==> config.mk <==
export PLATFORM = sky130hd
export DESIGN_NAME = autorange_test_channel_controller
export DESIGN_NICKNAME = d
export VERILOG_FILES = /design/src/design/atcc_pkg.sv /design/src/design/atcc_front.sv /design/src/design/atcc_queue.sv /design/src/design/atcc_back.sv /design/src/design/autorange_test_channel_controller.sv
export SDC_FILE = /design/constraint.sdc
export NUM_CORES = 1
export LEC_CHECK = 0
export BUFFER_PORTS_ARGS = -buffer_cell sky130_fd_sc_hd__buf_2
export CORE_ASPECT_RATIO = 1.4
export CORE_UTILIZATION = 61
export DETAILED_ROUTE_END_ITERATION = 10
export PLACE_DENSITY_LB_ADDON = 0.2
export SYNTH_ARGS = -nofsm -noshare
export SYNTH_HDL_FRONTEND = slang
export SYNTH_HIERARCHICAL = 1
export SYNTH_SLANG_ARGS = --single-unit
==> constraint.sdc <==
create_clock -name clk -period 13.5 [get_ports clk]
set_input_delay 2.7 -clock clk [delete_from_list [all_inputs] [get_ports clk]]
set_output_delay 2.7 -clock clk [all_outputs]
set_load 0.02 [all_outputs]
==> src/design/atcc_pkg.sv <==
// package for the autorange test channel controller
// shared constants, item and configuration types; no dependencies
package atcc_pkg;

  localparam int NUM_CHANNELS = 8;
  localparam int TIME_WIDTH   = 16;
  localparam int SAMPLE_WIDTH = 12;
  localparam int CHAN_W       = 3;
  localparam int STATE_W      = 2;
  localparam int TAGGED_W     = SAMPLE_WIDTH + 1;
  localparam int CFG_DATA_W   = 16;
  localparam int CFG_IDX_W    = 3;

  localparam int IN_TDATA_W   = 32;
  localparam int OUT_TDATA_W  = 24;
  localparam int OUT_FIELD_W  = CHAN_W + STATE_W + 1 + 1 + TAGGED_W;

  localparam int Q_DEPTH      = 2;
  localparam int Q_PTR_W      = (Q_DEPTH > 1) ? $clog2(Q_DEPTH) : 1;
  localparam int Q_CNT_W      = $clog2(Q_DEPTH + 1);

  localparam logic [CFG_DATA_W-1:0] UP_THR_RESET = CFG_DATA_W'(4095);
  localparam logic [CFG_DATA_W-1:0] PERIOD_RESET = CFG_DATA_W'(65535);

  typedef enum logic [CFG_IDX_W-1:0] {
    CFG_ENABLE_MASK = 3'd0,
    CFG_DURATION    = 3'd1,
    CFG_UP_THR      = 3'd2,
    CFG_DOWN_THR    = 3'd3,
    CFG_PERIOD      = 3'd4
  } cfg_index_t;

  typedef enum logic [STATE_W-1:0] {
    ST_OUT = 2'd0,
    ST_RUN = 2'd1,
    ST_END = 2'd2
  } test_state_t;

  typedef struct packed {
    logic [NUM_CHANNELS-1:0] enable_mask;
    logic [TIME_WIDTH-1:0]   duration;
    logic [SAMPLE_WIDTH-1:0] up_thr;
    logic [SAMPLE_WIDTH-1:0] down_thr;
    logic [TIME_WIDTH-1:0]   period;
  } cfg_t;

  typedef struct packed {
    logic [CHAN_W-1:0]       channel_index;
    logic                    device_present;
    logic [SAMPLE_WIDTH-1:0] adc_sample;
    logic [TIME_WIDTH-1:0]   time_now;
    logic                    in_range;
    logic                    enabled;
  } q_item_t;

  typedef struct packed {
    logic valid;
    logic full;
  } q_status_t;

  typedef struct packed {
    logic [TAGGED_W-1:0] tagged_sample;
    logic                sample_valid;
    logic                range_relay;
    logic [STATE_W-1:0]  test_state;
    logic [CHAN_W-1:0]   channel_out;
  } out_item_t;

endpackage

==> src/design/atcc_front.sv <==
// front end: takes input transfers, unpacks and classifies them
// depends on atcc_pkg; feeds atcc_queue
module atcc_front import atcc_pkg::*; (
  input  logic                  clk,
  input  logic                  rst_n,
  input  logic                  in_tvalid,
  output logic                  in_tready,
  input  logic [IN_TDATA_W-1:0] in_tdata,
  input  logic [NUM_CHANNELS-1:0] enable_mask,
  input  q_status_t             q_status,
  output logic                  push,
  output q_item_t               push_item
);

  localparam int PRES_LSB = CHAN_W;
  localparam int SMP_LSB  = PRES_LSB + 1;
  localparam int TIME_LSB = SMP_LSB + SAMPLE_WIDTH;

  logic [CHAN_W-1:0] ch;
  logic              in_range;
  logic              ready_r;

  // ready registered from reset so nothing is taken while reset is held
  always_ff @(posedge clk) begin
    if (!rst_n) begin
      ready_r <= 1'b0;
    end else begin
      ready_r <= 1'b1;
    end
  end

  assign ch       = in_tdata[CHAN_W-1:0];
  assign in_range = ({1'b0, ch} < (CHAN_W+1)'(NUM_CHANNELS));

  assign in_tready = ready_r && !q_status.full;
  assign push      = in_tvalid && in_tready;

  always_comb begin
    push_item.channel_index  = ch;
    push_item.device_present = in_tdata[PRES_LSB];
    push_item.adc_sample     = in_tdata[SMP_LSB +: SAMPLE_WIDTH];
    push_item.time_now       = in_tdata[TIME_LSB +: TIME_WIDTH];
    push_item.in_range       = in_range;
    push_item.enabled        = in_range && enable_mask[ch];
  end

endmodule

==> src/design/atcc_queue.sv <==
// short queue between the front and back ends
// depends on atcc_pkg
module atcc_queue import atcc_pkg::*; (
  input  logic      clk,
  input  logic      rst_n,
  input  logic      push,
  input  q_item_t   push_item,
  input  logic      pop,
  output q_status_t status,
  output q_item_t   head
);

  q_item_t            mem_r [Q_DEPTH];
  logic [Q_PTR_W-1:0] wr_ptr_r;
  logic [Q_PTR_W-1:0] rd_ptr_r;
  logic [Q_CNT_W-1:0] count_r;

  function automatic logic [Q_PTR_W-1:0] ptr_inc(input logic [Q_PTR_W-1:0] p);
    logic [Q_PTR_W-1:0] r;
    if (p == Q_PTR_W'(Q_DEPTH - 1)) r = '0;
    else r = p + 1'b1;
    return r;
  endfunction

  always_ff @(posedge clk) begin
    if (push) begin
      mem_r[wr_ptr_r] <= push_item;
    end
  end

  always_ff @(posedge clk) begin
    if (!rst_n) begin
      wr_ptr_r <= '0;
      rd_ptr_r <= '0;
      count_r  <= '0;
    end else begin
      if (push) wr_ptr_r <= ptr_inc(wr_ptr_r);
      if (pop)  rd_ptr_r <= ptr_inc(rd_ptr_r);
      if (push && !pop) begin
        count_r <= count_r + 1'b1;
      end else if (pop && !push) begin
        count_r <= count_r - 1'b1;
      end
    end
  end

  assign status.valid = (count_r != '0);
  assign status.full  = (count_r == Q_CNT_W'(Q_DEPTH));
  assign head         = mem_r[rd_ptr_r];

endmodule

==> src/design/atcc_back.sv <==
// back end: per-channel test state, timing and range hysteresis
// depends on atcc_pkg; drains atcc_queue into the output register
module atcc_back import atcc_pkg::*; (
  input  logic      clk,
  input  logic      rst_n,
  input  cfg_t      cfg,
  input  q_status_t q_status,
  input  q_item_t   head,
  output logic      pop,
  output logic      out_valid,
  input  logic      out_ready,
  output out_item_t out_item
);

  localparam int DIFF_W = TIME_WIDTH + 2;

  test_state_t           state_r [NUM_CHANNELS];
  logic [TIME_WIDTH-1:0] start_r [NUM_CHANNELS];
  logic                  rng_r   [NUM_CHANNELS];
  logic                  out_valid_r;
  out_item_t             out_item_r;

  test_state_t              st;
  test_state_t              st_nxt;
  logic                     rng;
  logic                     rng_nxt;
  logic                     running;
  logic                     over;
  logic signed [DIFF_W-1:0] diff;
  logic signed [DIFF_W-1:0] adj;
  out_item_t                out_item_nxt;

  assign pop = q_status.valid && (!out_valid_r || out_ready);

  assign st  = state_r[head.channel_index];
  assign rng = rng_r[head.channel_index];

  // elapsed time modulo the timer period, one wrap only
  always_comb begin
    diff = $signed({2'b00, head.time_now}) - $signed({2'b00, start_r[head.channel_index]});
    adj  = diff[DIFF_W-1] ? diff + $signed({2'b00, cfg.period}) : diff;
    over = !adj[DIFF_W-1] && (adj >= $signed({2'b00, cfg.duration}));
  end

  always_comb begin
    st_nxt = st;
    if (head.enabled && head.device_present) begin
      unique case (st)
        ST_RUN:  if (over) st_nxt = ST_END;
        ST_OUT:  st_nxt = ST_RUN;
        ST_END:  st_nxt = ST_END;
        default: st_nxt = st;
      endcase
    end else begin
      st_nxt = ST_OUT;
    end
    running = head.enabled && (st_nxt == ST_RUN);
    rng_nxt = rng;
    if (running) begin
      if (rng) rng_nxt = !(head.adc_sample <= cfg.down_thr);
      else     rng_nxt = (head.adc_sample >= cfg.up_thr);
    end
  end

  always_comb begin
    out_item_nxt.channel_out = head.channel_index;
    if (head.in_range) begin
      out_item_nxt.test_state    = st_nxt;
      out_item_nxt.range_relay   = rng_nxt;
      out_item_nxt.sample_valid  = running;
      out_item_nxt.tagged_sample = running ? {rng, head.adc_sample} : '0;
    end else begin
      out_item_nxt.test_state    = ST_OUT;
      out_item_nxt.range_relay   = 1'b0;
      out_item_nxt.sample_valid  = 1'b0;
      out_item_nxt.tagged_sample = '0;
    end
  end

  always_ff @(posedge clk) begin
    if (!rst_n) begin
      for (int c = 0; c < NUM_CHANNELS; c++) begin
        state_r[c] <= ST_OUT;
        start_r[c] <= '0;
        rng_r[c]   <= 1'b0;
      end
      out_valid_r <= 1'b0;
    end else begin
      if (pop && head.in_range) begin
        state_r[head.channel_index] <= st_nxt;
        rng_r[head.channel_index]   <= rng_nxt;
        if (head.enabled && head.device_present && (st == ST_OUT)) begin
          start_r[head.channel_index] <= head.time_now;
        end
      end
      if (pop) begin
        out_valid_r <= 1'b1;
      end else if (out_ready) begin
        out_valid_r <= 1'b0;
      end
    end
  end

  always_ff @(posedge clk) begin
    if (pop) begin
      out_item_r <= out_item_nxt;
    end
  end

  assign out_valid = out_valid_r;
  assign out_item  = out_item_r;

endmodule

==> src/design/autorange_test_channel_controller.sv <==
// top level of the autorange test channel controller
// depends on atcc_pkg, atcc_front, atcc_queue, atcc_back

// Takes one channel sample per clock while out_tready is held high and returns one
// result per sample, in order, in the cycle after it reaches the back end. The front
// end unpacks and classifies each transfer, a two-entry queue holds it, and the back
// end updates that channel's state registers and loads the output register in the
// same cycle, so sustained rate is one item per cycle while the output is not
// stalled. Output valid rises once the item has passed through the queue and the
// output register. Configuration writes are taken at any time but must only be
// issued while the block is idle.
module autorange_test_channel_controller import atcc_pkg::*; (
  input  logic                   clk,
  input  logic                   rst_n,
  input  logic                   in_tvalid,
  output logic                   in_tready,
  // channel_index, device_present, adc_sample, time_now
  input  logic [IN_TDATA_W-1:0]  in_tdata,
  output logic                   out_tvalid,
  input  logic                   out_tready,
  // channel_out, test_state, range_relay, sample_valid, tagged_sample
  output logic [OUT_TDATA_W-1:0] out_tdata,
  input  logic                   cfg_we,
  input  logic [CFG_IDX_W-1:0]   cfg_index,
  input  logic [CFG_DATA_W-1:0]  cfg_wdata
);

  cfg_t      cfg_r;
  q_status_t q_status;
  q_item_t   push_item;
  q_item_t   head;
  logic      push;
  logic      pop;
  out_item_t out_item;

  always_ff @(posedge clk) begin
    if (!rst_n) begin
      cfg_r.enable_mask <= '0;
      cfg_r.duration    <= '0;
      cfg_r.up_thr      <= UP_THR_RESET[SAMPLE_WIDTH-1:0];
      cfg_r.down_thr    <= '0;
      cfg_r.period      <= PERIOD_RESET[TIME_WIDTH-1:0];
    end else if (cfg_we) begin
      unique case (cfg_index)
        CFG_ENABLE_MASK: cfg_r.enable_mask <= cfg_wdata[NUM_CHANNELS-1:0];
        CFG_DURATION:    cfg_r.duration    <= cfg_wdata[TIME_WIDTH-1:0];
        CFG_UP_THR:      cfg_r.up_thr      <= cfg_wdata[SAMPLE_WIDTH-1:0];
        CFG_DOWN_THR:    cfg_r.down_thr    <= cfg_wdata[SAMPLE_WIDTH-1:0];
        CFG_PERIOD:      cfg_r.period      <= cfg_wdata[TIME_WIDTH-1:0];
        default:         cfg_r             <= cfg_r;
      endcase
    end
  end

  atcc_front u_front (
    .clk         (clk),
    .rst_n       (rst_n),
    .in_tvalid   (in_tvalid),
    .in_tready   (in_tready),
    .in_tdata    (in_tdata),
    .enable_mask (cfg_r.enable_mask),
    .q_status    (q_status),
    .push        (push),
    .push_item   (push_item)
  );

  atcc_queue u_queue (
    .clk       (clk),
    .rst_n     (rst_n),
    .push      (push),
    .push_item (push_item),
    .pop       (pop),
    .status    (q_status),
    .head      (head)
  );

  atcc_back u_back (
    .clk       (clk),
    .rst_n     (rst_n),
    .cfg       (cfg_r),
    .q_status  (q_status),
    .head      (head),
    .pop       (pop),
    .out_valid (out_tvalid),
    .out_ready (out_tready),
    .out_item  (out_item)
  );

  assign out_tdata = {(OUT_TDATA_W - OUT_FIELD_W)'(0), out_item};

  a_sample_only_running: assert property (@(posedge clk) disable iff (!rst_n)
    out_tvalid && out_item.sample_valid |-> out_item.test_state == ST_RUN)
    else $error("sample reported outside a running test");

  a_no_sample_zero: assert property (@(posedge clk) disable iff (!rst_n)
    out_tvalid && !out_item.sample_valid |-> out_item.tagged_sample == '0)
    else $error("tagged sample not cleared without a sample");

  a_pop_needs_item: assert property (@(posedge clk) disable iff (!rst_n)
    pop |-> q_status.valid)
    else $error("back end popped an empty queue");

endmodule

# Word level (Yosys, flattened, before mapping)
# Memories as Yosys holds them, arrays and structs flattened. A register that Yosys moved wholly into a read port is not among the register bits.
# Index checks and enable logic that the tools add are counted.
# Widths: inputs -> output; s select.
[op_classes]
n_shift = 0
n_eq_ne = 8
order_cmp = 4
n_mul = 0
bitwise = 0
reduce_logical = 31
addsub = 6
div_mod_pow = 0
mux = 36
[op_table]
columns = ["op", "count"]
rows = [
  ["$mux 1", 24],
  ["$add 18x17->18", 1],
  ["$ge 18x17->1", 1],
  ["$mux 18", 1],
  ["$sub 16x16->17", 1],
  ["$mux 16", 1],
  ["$reduce_or 16->1", 1],
  ["$ge 12x12->1", 1],
  ["$le 12x12->1", 1],
  ["$reduce_and 2->1", 6],
  ["$mux 2", 5],
  ["$logic_and 1x1->1", 9],
  ["$mux 3", 3],
  ["$eq 3x2->1 const B", 2],
  ["$logic_not 1->1", 6],
  ["$pmux 2 s3", 1],
  ["$reduce_bool 2->1", 3],
  ["$eq 2x1->1 const B", 2],
  ["$eq 2x2->1 const B", 2],
  ["$lt 3x4->1 const B", 1],
  ["$bmux 1 s3", 1],
  ["$eq 3x1->1 const B", 1],
  ["$eq 3x3->1 const B", 1],
  ["$logic_not 3->1", 1],
  ["8 further kinds", 9],
]
[word_totals]
mem_count = 4
ram_bits = 218
reg_bits = 90
latchBits = 0
word_cells = 104
rom_bits = 0
out_inout_bits = 26
[mem_list]
columns = ["memory", "depth", "word_bits", "read_ports", "rd_clocked_by_memory_dff", "write_ports", "line_no", "source"]
rows = [
  ["u_back.start_r", 8, 16, 1, 0, 8, "atcc_back.sv:18", "logic [TIME_WIDTH-1:0] start_r [NUM_CHANNELS];"],
  ["u_queue.mem_r", 2, 33, 1, 1, 1, "atcc_queue.sv:13", "q_item_t mem_r [Q_DEPTH];"],
  ["u_back.state_r", 8, 2, 1, 0, 8, "atcc_back.sv:17", "test_state_t state_r [NUM_CHANNELS];"],
  ["u_back.rng_r", 8, 1, 1, 0, 8, "atcc_back.sv:19", "logic rng_r [NUM_CHANNELS];"],
]

# Longest topological paths before layout
# Gate-level depths: netlist of the first run.
# An unclocked memory read counts as a cell.
[depth]
depth_word = 13
ltp_mapped = 36

# By module
# The synthesis of the first run kept the hierarchy.
[modules_own_cells]
columns = ["module", "cells_each", "seq_area_each_um2", "area_each_um2", "n_inst"]
rows = [
  ["atcc_back", 952, 5104.9, 10328.7, 1],
  ["atcc_queue", 128, 2142.1, 2673.8, 1],
  ["autorange_test_channel_controller", 252, 1281.2, 2566.2, 1],
  ["atcc_front", 40, 20.0, 347.8, 1],
]

# Least setup slack after synthesis of the first run
# OpenSTA, ideal clock, no wires.
[synth_path]
kind = "register to register"
start = "reg with a tool-made name"
end = "reg u_back.out_item_r, in the netlist u_back/out_item[10], data pin"
path_stages_with_launch = 31
n_path_buf = 6
required_ns = 13.245
path_slack_ns = 6.521
period_less_slack_ns = 6.979
arrival_ns = 6.724
path_cell_list = "dfxtp_1 buf_2 buf_4 mux2_2 buf_2 clkbuf_1 nor3_1 clkbuf_1 a221oi_1 and3_1 ha_1 a211o_1 a211oi_1 a21o_1 a21oi_1 xor2_1 ha_1 nand3_1 or3_1 a31oi_1 nand3b_1 a21oi_1 xnor2_1 mux2_2 ha_1 nand2_1 o41a_1 a221o_1 and3_4 buf_6 and2_1"
[synth_lines]
columns = ["element", "line_no", "source"]
rows = [
  ["end signal: assignment", "atcc_back.sv:106", "out_item_r <= out_item_nxt;"],
  ["end: declaration", "atcc_back.sv:21", "out_item_t out_item_r;"],
]

==> results.ini, run 1 <==
[setup_path]
critPathArrivalTime_ns=7.91
required_ns=13.81
critPathLaunchType=register
crit_path_end_kind=register
crit_fanout=26
slowest_delay_ns=0.55
crit_top_cell=ha_1
path_class=reg2reg
critPathSlowestCell=a221o_1

[placement]
dp_hpwl_um=25400
port-buffer-count=77
routabilityCongestion=0.884
dpl_cell_area_um2=16300

[clocking]
cts.sinks=311
cts_max_level=1
ctsHoldBuffers=0
cts_root_buf=clkbuf_16
post_cts_buffers=0
clkTransAtPathRegs_ns=0.06
cts_buffers=30
cts_resized=0
clkLatencyLatePin_ns=0.57
clock_path_buffers=3
cts_tree=yes

[synthesis]
synth-seq-cells=311
avgSynthCellArea_um2=11.6
synth_area_um2=15900
yosysWarnings=6
synth_edf_count=232
synthArstFlopShare_pct=0
synth_most_common_cell=edfxtp_1
seq_area_frac_synth_pct=53.7
synth_area_leaders=edfxtp_1, dfxtp_1, ha_1
synth_area_leader_cell=edfxtp_1
synth_common_cells=edfxtp_1, and3_1, nand2_1
netlist_instances=1372
synth.distinct_cells=78
ys.flop_type=edfxtp_1
synth_top_area_share_pct=43.8

[global_route]
track_usage_pct=28.0
grt_pass1_wl_um=57200
antenna_found_initial=4
grt_pass1_vias=10500
grt_max_degree=128
grt_overflow=0

[floorplan]
ios=82
die_h_um=193
rows=69
coreArea_um2=25500
die_w_um=139
dieArea_um2=26800
start_util_pct=62.5

[timing]
worst_pin_slew_ns=1.20
finalCritPeriodShare_pct=56.3
hold_viol_final=0
finalCriticalPeriod_ns=7.60
slew_viol_final=0
setup_viol=0
slew_headroom_pct=19.9
fin_skew_ns=0.0249
finalSetupTns_ns=0
max_clock_freq_mhz=132
rsz0062_at_grt=no

[detailed_routing]
top_layer_used=met5
drt_iter0_markers=824
wl_per_cell_um=21.6
via_per_inst=6.15
routed-via-count=10700
first_pass_iters=7
ant_nets=0
dr_wl_met3_um=2240
wirelength_um=37400
drc=0
wl_met2_um=19200
wl_met1_um=14400

[cells_and_area]
areaGrowthSynthToFinish_pct=8.10
final_layout_size_suffix_gt1_share_pct=14.7
num-nets-final=1525
stdcell_area_um2=17200

[hold_path]
hp-class=reg2reg

[outcome]
outcome=finished clean

[power]
peakVddDrop_uv=169
power.leakage_nw=7.04
powerDensity_nw_per_um2=217
power.total_w=0.00373

[run]
maxCapViolations=0

## kinds of logic (layout without fill, tap and decap cells)
family / count (synthesis) / in the layout / share of synthesized area [%]
buf+inv: 170 / 206 / 5.23
flops: 311 / 311 / 53.7
simple gates: 443 / 443 / 15.1
fa+ha+maj: 81 / 81 / 6.46
compound gates: 220 / 220 / 9.94
xor+xnor: 28 / 28 / 1.54
other cells: 2 / 8 / 0.0472
mux: 117 / 117 / 7.93
## layout by cell type, fill, tap and decap left out, types with 47 or more instances in the layout
| master | n |
|---|---|
| edfxtp_1 | 232 |
| ha_1 | 79 |
| inv_1 | 56 |
| dfxtp_1 | 79 |
| nor2_1 | 47 |
| and3_1 | 142 |
| mux2i_1 | 68 |
| nor2b_1 | 52 |
| buf_2 | 76 |
| nand2_1 | 105 |
## critical path: cells and delay by family, from the launching register on
kind	cells	cell delay (ns)
fa+ha+maj	3	1.04
buf+inv	1	0.40
simple gates	10	2.12
xor+xnor	1	0.13
flops	1	0.41
compound gates	9	2.44
mux	2	0.78
## sequential cells by signal, summed over array words and instances (netlist names), named ones only
name	cells
u_back/out_valid	1
u_back/rng_r	8
u_back/start_r	128
u_queue/rd_ptr_r	1
u_back/out_item	20
u_queue/count_r	2
u_queue/mem_r	68
u_back/state_r	16
u_front/ready_r	1
cfg_r	64
u_queue/wr_ptr_r	1
## metal layers
metal  track usage (%)  up-vias
li1                  -     5068
met1              32.2     5100
met2              51.3      397
met3              4.10       90
met4              14.2        2
met5                 0        -
## stage by stage
step	cells	hold slack, ns	utilization (%)	setup WS (ns)
6_report	1733	0.455	67.6	5.90
5_1_grt	1731	0.478	67.5	5.52
4_1_cts	1730	0.456	67.5	6.01
3_3_place_gp	1675	0.441	63.8	6.16
2_1_floorplan	1375	0.434	-	6.52
3_5_place_dp	1675	0.448	63.8	6.05
## area by class of cell
type	count	area (um2)
Antenna cell	3	7.51
Clock buffer	42	847
Clock inverter	13	91.3
Fill cell	1842	8260
Inverter	56	210
Multi-Input combinational cell	894	6580
Sequential cell	311	8550
Tap cell	319	399
Timing Repair Buffer	95	523
## power by group
part / switching [W] / total (W) / internal (W)
logic: 0.00106 / 0.00179 / 0.000728
clock network: 0.000349 / 0.000804 / 0.000455
registers: 0.0000282 / 0.00114 / 0.00111
total: 0.00144 / 0.00373 / 0.00229
## final timing paths
kind	slack, ns	cells past startpoint	end	start
setup / recovery	5.90	26	u_back/out_item[12]	register
hold / removal	0.46	2	cfg_r[58]	cfg_r[58]
setup reg to reg	5.90	26	u_back/out_item[12]	register
hold reg to reg	0.46	2	cfg_r[58]	cfg_r[58]
(Power assumes the default switching activity.)
==> run 2, diff against run 1 <==
- clock period: 13.5 -> 7.2 ns (I/O delays scaled with it)
==> run 2 against run 1 <==
Non-clock buffer count rose by 29. Final cell count is 1.8% higher. Worst hold slack better by 0.0045 ns. First-iteration DRC count rose by 34%. Sequential power up 87%. Sequential share of layout area down 1.2 points. Clock-buffer cell count fell by 3. Final area is 2.5% higher. Worst setup slack lost 5.6 ns. Clock skew shrank 0.0070 ns. Register-to-register slack lost 5.6 ns. Sequential cell count unchanged. Largest power group unchanged.
==> results.ini, run 2 (same netlist as run 1, synthesis figures left out) <==
[floorplan]
start_util_pct=62.5
die_h_um=193
coreArea_um2=25500
die_w_um=139
ios=82
rows=69
dieArea_um2=26800

[global_route]
grt_pass1_vias=10800
grt_pass1_wl_um=58700
grt_max_degree=93
grt_overflow=0
antenna_found_initial=5
track_usage_pct=28.6

[outcome]
outcome=finished clean

[setup_path]
crit_family=compound AO/OA/AOI/OAI gates
crit_path_end_kind=register
crit_top_cell=ha_1
path_depth=27
path_class=reg2reg
path_buf_inv=3
required_ns=7.52
crit_fanout=16
critPathLaunchType=register
critPathSlowestCell=o41a_1
critPathArrivalTime_ns=7.20
slowest_delay_ns=0.48
r2r_cells=27

[detailed_routing]
wirelength_um=38400
routed-via-count=11000
wl_per_cell_um=21.7
ant_nets=0
drt_iter0_markers=1107
drc=0
via_per_inst=6.24
first_pass_iters=5

[power]
power.leakage_nw=7.25
powerDensity_nw_per_um2=416
peakVddDrop_uv=350

[cells_and_area]
areaGrowthSynthToFinish_pct=10.8
final_layout_size_suffix_gt1_share_pct=18.3
layout_common_cells=edfxtp_1, and3_1, nand2_1
largest-register=u_back/start_r
largest_reg_flops=128
final_common_cell=edfxtp_1
top_regs=u_back/start_r: 128 flops, u_queue/mem_r: 68 flops, cfg_r: 64 flops
num-nets-final=1554

[clocking]
clock_path_buffers=3
cts_root_buf=clkbuf_16
cts.sinks=311
ctsHoldBuffers=0
cts_tree=yes
cts_buffers=30
clkTransAtPathRegs_ns=0.06
clkLatencyLatePin_ns=0.58
cts_max_level=1

[hold_path]
hp-class=reg2reg
worstHoldPathCells=2

[timing]
finalCriticalPeriod_ns=6.88
fin_skew_ns=0.0179
setup_viol=0
setup_ws_ns=0.320
slew_headroom_pct=26.4
hold_viol_final=0
slew_viol_final=0
finalCritPeriodShare_pct=95.6
holdWs_ns=0.460
max_clock_freq_mhz=145
worst_pin_slew_ns=1.10

[run]
maxCapViolations=0

[placement]
pre_cts_slack_ns=0.0490
dp_hpwl_um=26200
routabilityCongestion=0.867
port-buffer-count=77

run 2: cell types whose count changed in the layout (fill, tap and decap cells not counted), sizes merged:
cell	delta
clkinv	+2
buf	+28
bufinv	+1
clkbuf	-2
clkinvlp	+1
diode	+2
run 2: area by class of cell:
cell class,instances,area (um2)
Clock buffer,39,815
Tap cell,319,399
Inverter,56,210
Antenna cell,5,12.5
Fill cell,1815,7830
Sequential cell,311,8550
Multi-Input combinational cell,894,6720
Clock inverter,17,153
Timing Repair Buffer,124,787
run 2: per-layer routing:
layer  share of wire, %  global-route usage [%]  vias up
met5              0.029                       0        -
met4                4.5                    13.6        2
met3                6.9                    4.00       96
met2                 51                    52.1      439
met1                 37                    33.5     5351
li1                   -                       -     5122
run 2: power breakdown:
part | switching, W | internal (W) | total (W)
Combinational | 0.00212 | 0.00155 | 0.00367
Sequential | 0.0000522 | 0.00208 | 0.00213
Clock | 0.000671 | 0.000871 | 0.00154
Total | 0.00284 | 0.00450 | 0.00734
run 2: final timing paths:
check / slack [ns] / from / to
worst min register to register: 0.46 / cfg_r[43] / cfg_r[43]
worst max-delay path: 0.32 / register / u_back/out_item[12]
worst max register to register: 0.32 / register / u_back/out_item[12]
worst min-delay path: 0.46 / cfg_r[43] / cfg_r[43]
run 2: timing repair:
item	4_1_cts	5_1_grt
pin swaps	0	8
setup buffers	0	6
cloned	0	1
resized for setup	1	30
endpoints found under the setup margin	13	41
run 2: worst min-delay path: stages, from the launching register on:
cell and delay (ns):
dfxtp_1 0.31, nand2_1 0.05, mux2i_1 0.05
run 2: per-stage QoR:
step | instance area (um2) | total power [W] | utilization (%) | TNS (ns) | std cells
final | 17600 | 0.00734 | 69.3 | 0 | 1765
after global routing | 17600 | 0.00777 | 69.2 | -0.229 | 1762
after CTS | 17400 | 0.00717 | 68.5 | 0 | 1753
after detailed placement | 16500 | 0.00560 | 64.6 | 0 | 1697
after global placement | 16500 | 0.00553 | 64.6 | 0 | 1697
after floorplan | 15900 | 0.00468 | - | 0 | 1375
